$ cat src/hdl/pcbs_ram.sv
`timescale 1ns / 1ps

module pcbs_ram #(
	parameter int WIDTH = 8,
	parameter int DEPTH = 16
) (
	input  logic                     clk,
	input  logic                     wr_en,
	input  logic [$clog2(DEPTH)-1:0] wr_addr,
	input  logic [WIDTH-1:0]         wr_data,
	input  logic                     rd_en,
	input  logic [$clog2(DEPTH)-1:0] rd_addr,
	output logic [WIDTH-1:0]         rd_data
);

	logic [WIDTH-1:0] mem [DEPTH];

	always_ff @(posedge clk) begin
		if (wr_en) begin
			mem[wr_addr] <= wr_data;
		end
		if (rd_en) begin
			rd_data <= mem[rd_addr];
		end
	end

endmodule

$ cat config.mk
export PLATFORM = sky130hd
export DESIGN_NAME = pcbs_ram
export DESIGN_NICKNAME = d
export VERILOG_FILES = /design/src/hdl/pcbs_ram.sv
export SDC_FILE = /design/constraint.sdc
export NUM_CORES = 1
export LEC_CHECK = 0
export BUFFER_PORTS_ARGS = -buffer_cell sky130_fd_sc_hd__buf_2
export CAP_MARGIN = 20
export CORE_MARGIN = 1.5
export CORE_UTILIZATION = 65
export CTS_CLUSTER_DIAMETER = 150
export DETAILED_ROUTE_END_ITERATION = 8
export PLACE_DENSITY = 0.92
export RECOVER_POWER = 100
export REMOVE_ABC_BUFFERS = 1
export SETUP_SLACK_MARGIN = 0.5
export SLEW_MARGIN = 30
export SYNTH_ARGS = -nofsm -noshare
export SYNTH_HDL_FRONTEND = slang
export SYNTH_SLANG_ARGS = --single-unit
$ cat constraint.sdc
create_clock -name clk -period 4.27 [get_ports clk]
set_input_delay 0.6405 -clock clk [delete_from_list [all_inputs] [get_ports clk]]
set_output_delay 0.6405 -clock clk [all_outputs]
set_load 0.1 [all_outputs]
# [Word-level counts from Yosys, hierarchy flattened]
# Memories as Yosys holds them, arrays and structs flattened. A register that Yosys moved wholly into a read port is not among the register bits.
# Index checks and enable logic that the tools add are counted.
[word_totals] regBits=0 out_inout_bits=8 n_memories=1 wordCells=3 ram_bits=128 in_bits=19
[mem_list] name="mem" depth=16 word_bits=8 read_ports=1 rd_ports_with_merged_regs=1 wr=1 line="16" source="logic [WIDTH-1:0] mem [DEPTH];"
[op_classes] muxes=2
[op_table] cell="1-bit two-way mux" count=2

# [Depth between registers and ports, before layout]
[depth] ltp_word=2 ltp_mapped=5

# [Worst setup path before layout]
# No wires, ideal clock.
[synth_timing] path_type="input-to-reg" from="input wr_addr[2]" to="memory mem[0][0], enable pin" arrival_ns=1.750 path_slack_ns=2.137 path_stages=2 cell_sequence="or3b_2 -> nor3_1"
[synth_rtl] item="start, declared" line="9" source="input logic [$clog2(DEPTH)-1:0] wr_addr,"
[synth_rtl] item="end, declared" line="16"
# Straight into the memory's write port.

# [Final worst setup path]
[layout_timing] from="register rd_data[0] (read register of mem)" to="output rd_data[0]"
[layout_rtl] item="start, declared" line="13" source="output logic [WIDTH-1:0] rd_data"
# No word-level cell between the ends.

==> run summary <==
CTS clk-pin slew, worst paths: 0.06 ns
drt wl/cell: 25.8 um
Setup crit end: rd_data[0]
Max Root-Sink Buffers: 2
hold crit path type: input port to flop
WP depth: 1
Peak VDD IR: 0.000359 V
Fin. Hold Viols: 0
final setup vio count: 0
ANT cells: 0
crit path max fanout: 1
CTS tree: built
post-route minimum period: 2.39 ns
status: finished, final reports clean
CTS H-tree depth: 4
power per cell area: 513 nW/um2
initial antenna violation count: 0
critical path launch point type: flop
Site Rows: 32
largest net degree at the start of global routing: 33
crit share post-route: 56.0%
Hold Buf Count CTS: 0
WS Path Type: flop to output pin
mapped cell area: 5230 um2
post-DP HPWL: 5710 um
Comb power frac: 5.6%
reg-to-reg critical path startpoint: mem[9][4]$_DFFE_PP_
final core utilization: 76.8%
power share of the clock group: 44.9%
number of port buffers: 26
sequential share of power: 49.5%
Reg2Reg Capture Point: rd_data[4]$_DFFE_PP_
worst min-delay path startpoint: rd_en
# Max-Cap Violations: 0
register bit total from synthesis: 136
post-route antenna net violation count: 0
Worst-Skew Late Latency: 0.51 ns
CP delay by family, top: buffers and inverters
CTS root buffer: clkbuf_8
number of global-route vias before repair: 2487
DR vias/cell: 6.46
Placer Congestion: 0.713
Total Routed Length: 9870 um
setup TNS: 0 ns
Post-CTS Setup Inserts: 0
first-pass GRT wire length: 14900 um
CP Capture Type: output pin
via count: 2476
switching share of power: 22.0%
register area share after synthesis: 78.1%
Die Y: 92.7 um
cts repair resizes: 0
CTS Buf Count: 17
DR iter-0 viols: 251
Buf+Inv Stages, Crit Path: 1
slew at the pin closest to its max-slew limit: 1.19 ns
Critical Path RT: 3.63 ns
Worst slew margin: 20.7%
CP peak stage delay: 0.87 ns
R2R setup slack: 2.65 ns
warnings from Yosys: 0
post-synthesis cell count: 229
Reg2Reg Depth: 3
total track usage: 25.9%
Critical Path AT: 1.75 ns
grt ovf: 0
area growth from synthesis to layout: 14.0%
# IOs: 27
Pint: 2.39 mW
Crit. Startpoint: rd_data[0]$_DFFE_PP_
crit path cell chain: clkbuf_1
slowest CP cell: clkbuf_1
NetSw: 0.672 mW
Syn Area/Cell: 22.8 um2
f_max: 0.418 GHz
first-pass detailed-route iteration total: 5
Remaining DRCs: 0
clk_skew: 0.00535 ns
clock sinks: 136
RSZ-0062 raised after global routing: no
synth unique cells: 18
initial core utilization: 67.3%
filler instances: 419
count of pins over their slew limit: 0
leakage power: 1.93 nW
share of cells above drive strength 1: 19.9%
Die Footprint: 8590 um2
fin nets: 287
Die Wd: 92.7 um
core area: 7770 um2
==> logic make-up after synthesis <==
kind of cell | Yosys count | share of synthesized area, %
compound gates | 16 | 2.30
flops | 136 | 78.1
mux | 32 | 14.8
buf+inv | 10 | 1.65
simple gates | 35 | 3.14
==> cells in the mapped netlist <==
master	count	area (um2)
edfxtp_1	136	4080
mux4_2	18	405
a22oi_1	16	120
mux4_1	14	368
nor2_1	13	48.8
nand2_1	9	33.8
nor3_1	4	20.0
buf_2	3	15.0
buf_6	3	33.8
clkdlybuf4s25_2	3	30.0
nand2b_1	2	12.5
nand3b_1	2	15.0
and2_1	1	6.26
and2b_1	1	7.51
buf_4	1	7.51
nand3_1	1	5.00
nor2b_1	1	6.26
or3b_2	1	8.76
==> through the flow <==
stage / area, um2 / setup slack, ns / std cells / hold WS, ns / power, mW
2_1_floorplan: 5140 / 2.14 / 219 / 0.705 / 1.65
3_3_place_gp: 5430 / 1.51 / 351 / 0.739 / 1.71
3_5_place_dp: 5430 / 1.83 / 351 / 0.754 / 1.71
4_1_cts: 6000 / 2.30 / 383 / 0.486 / 3.07
5_1_grt: 5960 / 1.85 / 383 / 0.622 / 3.14
6_report: 5960 / 1.88 / 383 / 0.617 / 3.06
==> layout make-up <==
cell class / instances / area [um2] / area share (%)
clock inverters: 14 / 153 / 2.56
clock buffers: 18 / 418 / 7.01
well taps: 102 / 128 / 2.14
flip-flops and latches: 136 / 4080 / 68.5
multi-input cells: 83 / 1060 / 17.7
repair buffers: 30 / 123 / 2.06
==> worst min-delay path by stage <==
| stage | cells past startpoint | end | slack (ns) |
|---|---|---|---|
| after floorplan | 3 | rd_data[0]$_DFFE_PP_ | 0.70 |
| after global placement | 3 | rd_data[3]$_DFFE_PP_ | 0.74 |
| after detailed placement | 3 | rd_data[0]$_DFFE_PP_ | 0.75 |
| after CTS | 1 | rd_data[7]$_DFFE_PP_ | 0.49 |
| after global routing | 1 | rd_data[1]$_DFFE_PP_ | 0.62 |
| final | 1 | rd_data[5]$_DFFE_PP_ | 0.62 |
==> power groups by stage <==
stage | combinational, mW | sequential [mW] | clock (mW)
2_1_floorplan | 0.0600 | 1.59 | 0
3_3_place_gp | 0.169 | 1.54 | 0
3_5_place_dp | 0.174 | 1.54 | 0
4_1_cts | 0.177 | 1.51 | 1.38
5_1_grt | 0.182 | 1.52 | 1.44
6_report | 0.171 | 1.51 | 1.37
==> placed cells by master (no fill, tap or decap) <==
cell / count
a22oi_1: 16
and2_1: 1
and2b_1: 1
buf_2: 5
buf_4: 1
bufinv_16: 2
clkbuf_1: 25
clkbuf_16: 16
clkbuf_8: 1
clkinv_2: 2
clkinv_4: 5
clkinvlp_4: 4
edfxtp_1: 136
inv_6: 1
mux4_1: 14
mux4_2: 18
nand2_1: 9
nand2b_1: 2
nand3_1: 1
nand3b_1: 2
nor2_1: 13
nor2b_1: 1
nor3_1: 4
or3b_2: 1
==> sequential cells by signal (all words and copies together) (netlist names) <==
| signal | flops |
|---|---|
| mem | 128 |
| rd_data | 8 |
==> layer usage <==
metal	vias to the layer above	GRT usage [%]	part of all wire (%)	wire length, um
li1	1059	-	-	-
met1	1276	35.5	40	3900
met2	129	41.2	52	5130
met3	12	7.55	7.3	722
met4	0	7.95	1.2	116
met5	-	0	0	0
(Power assumes the default switching activity.)
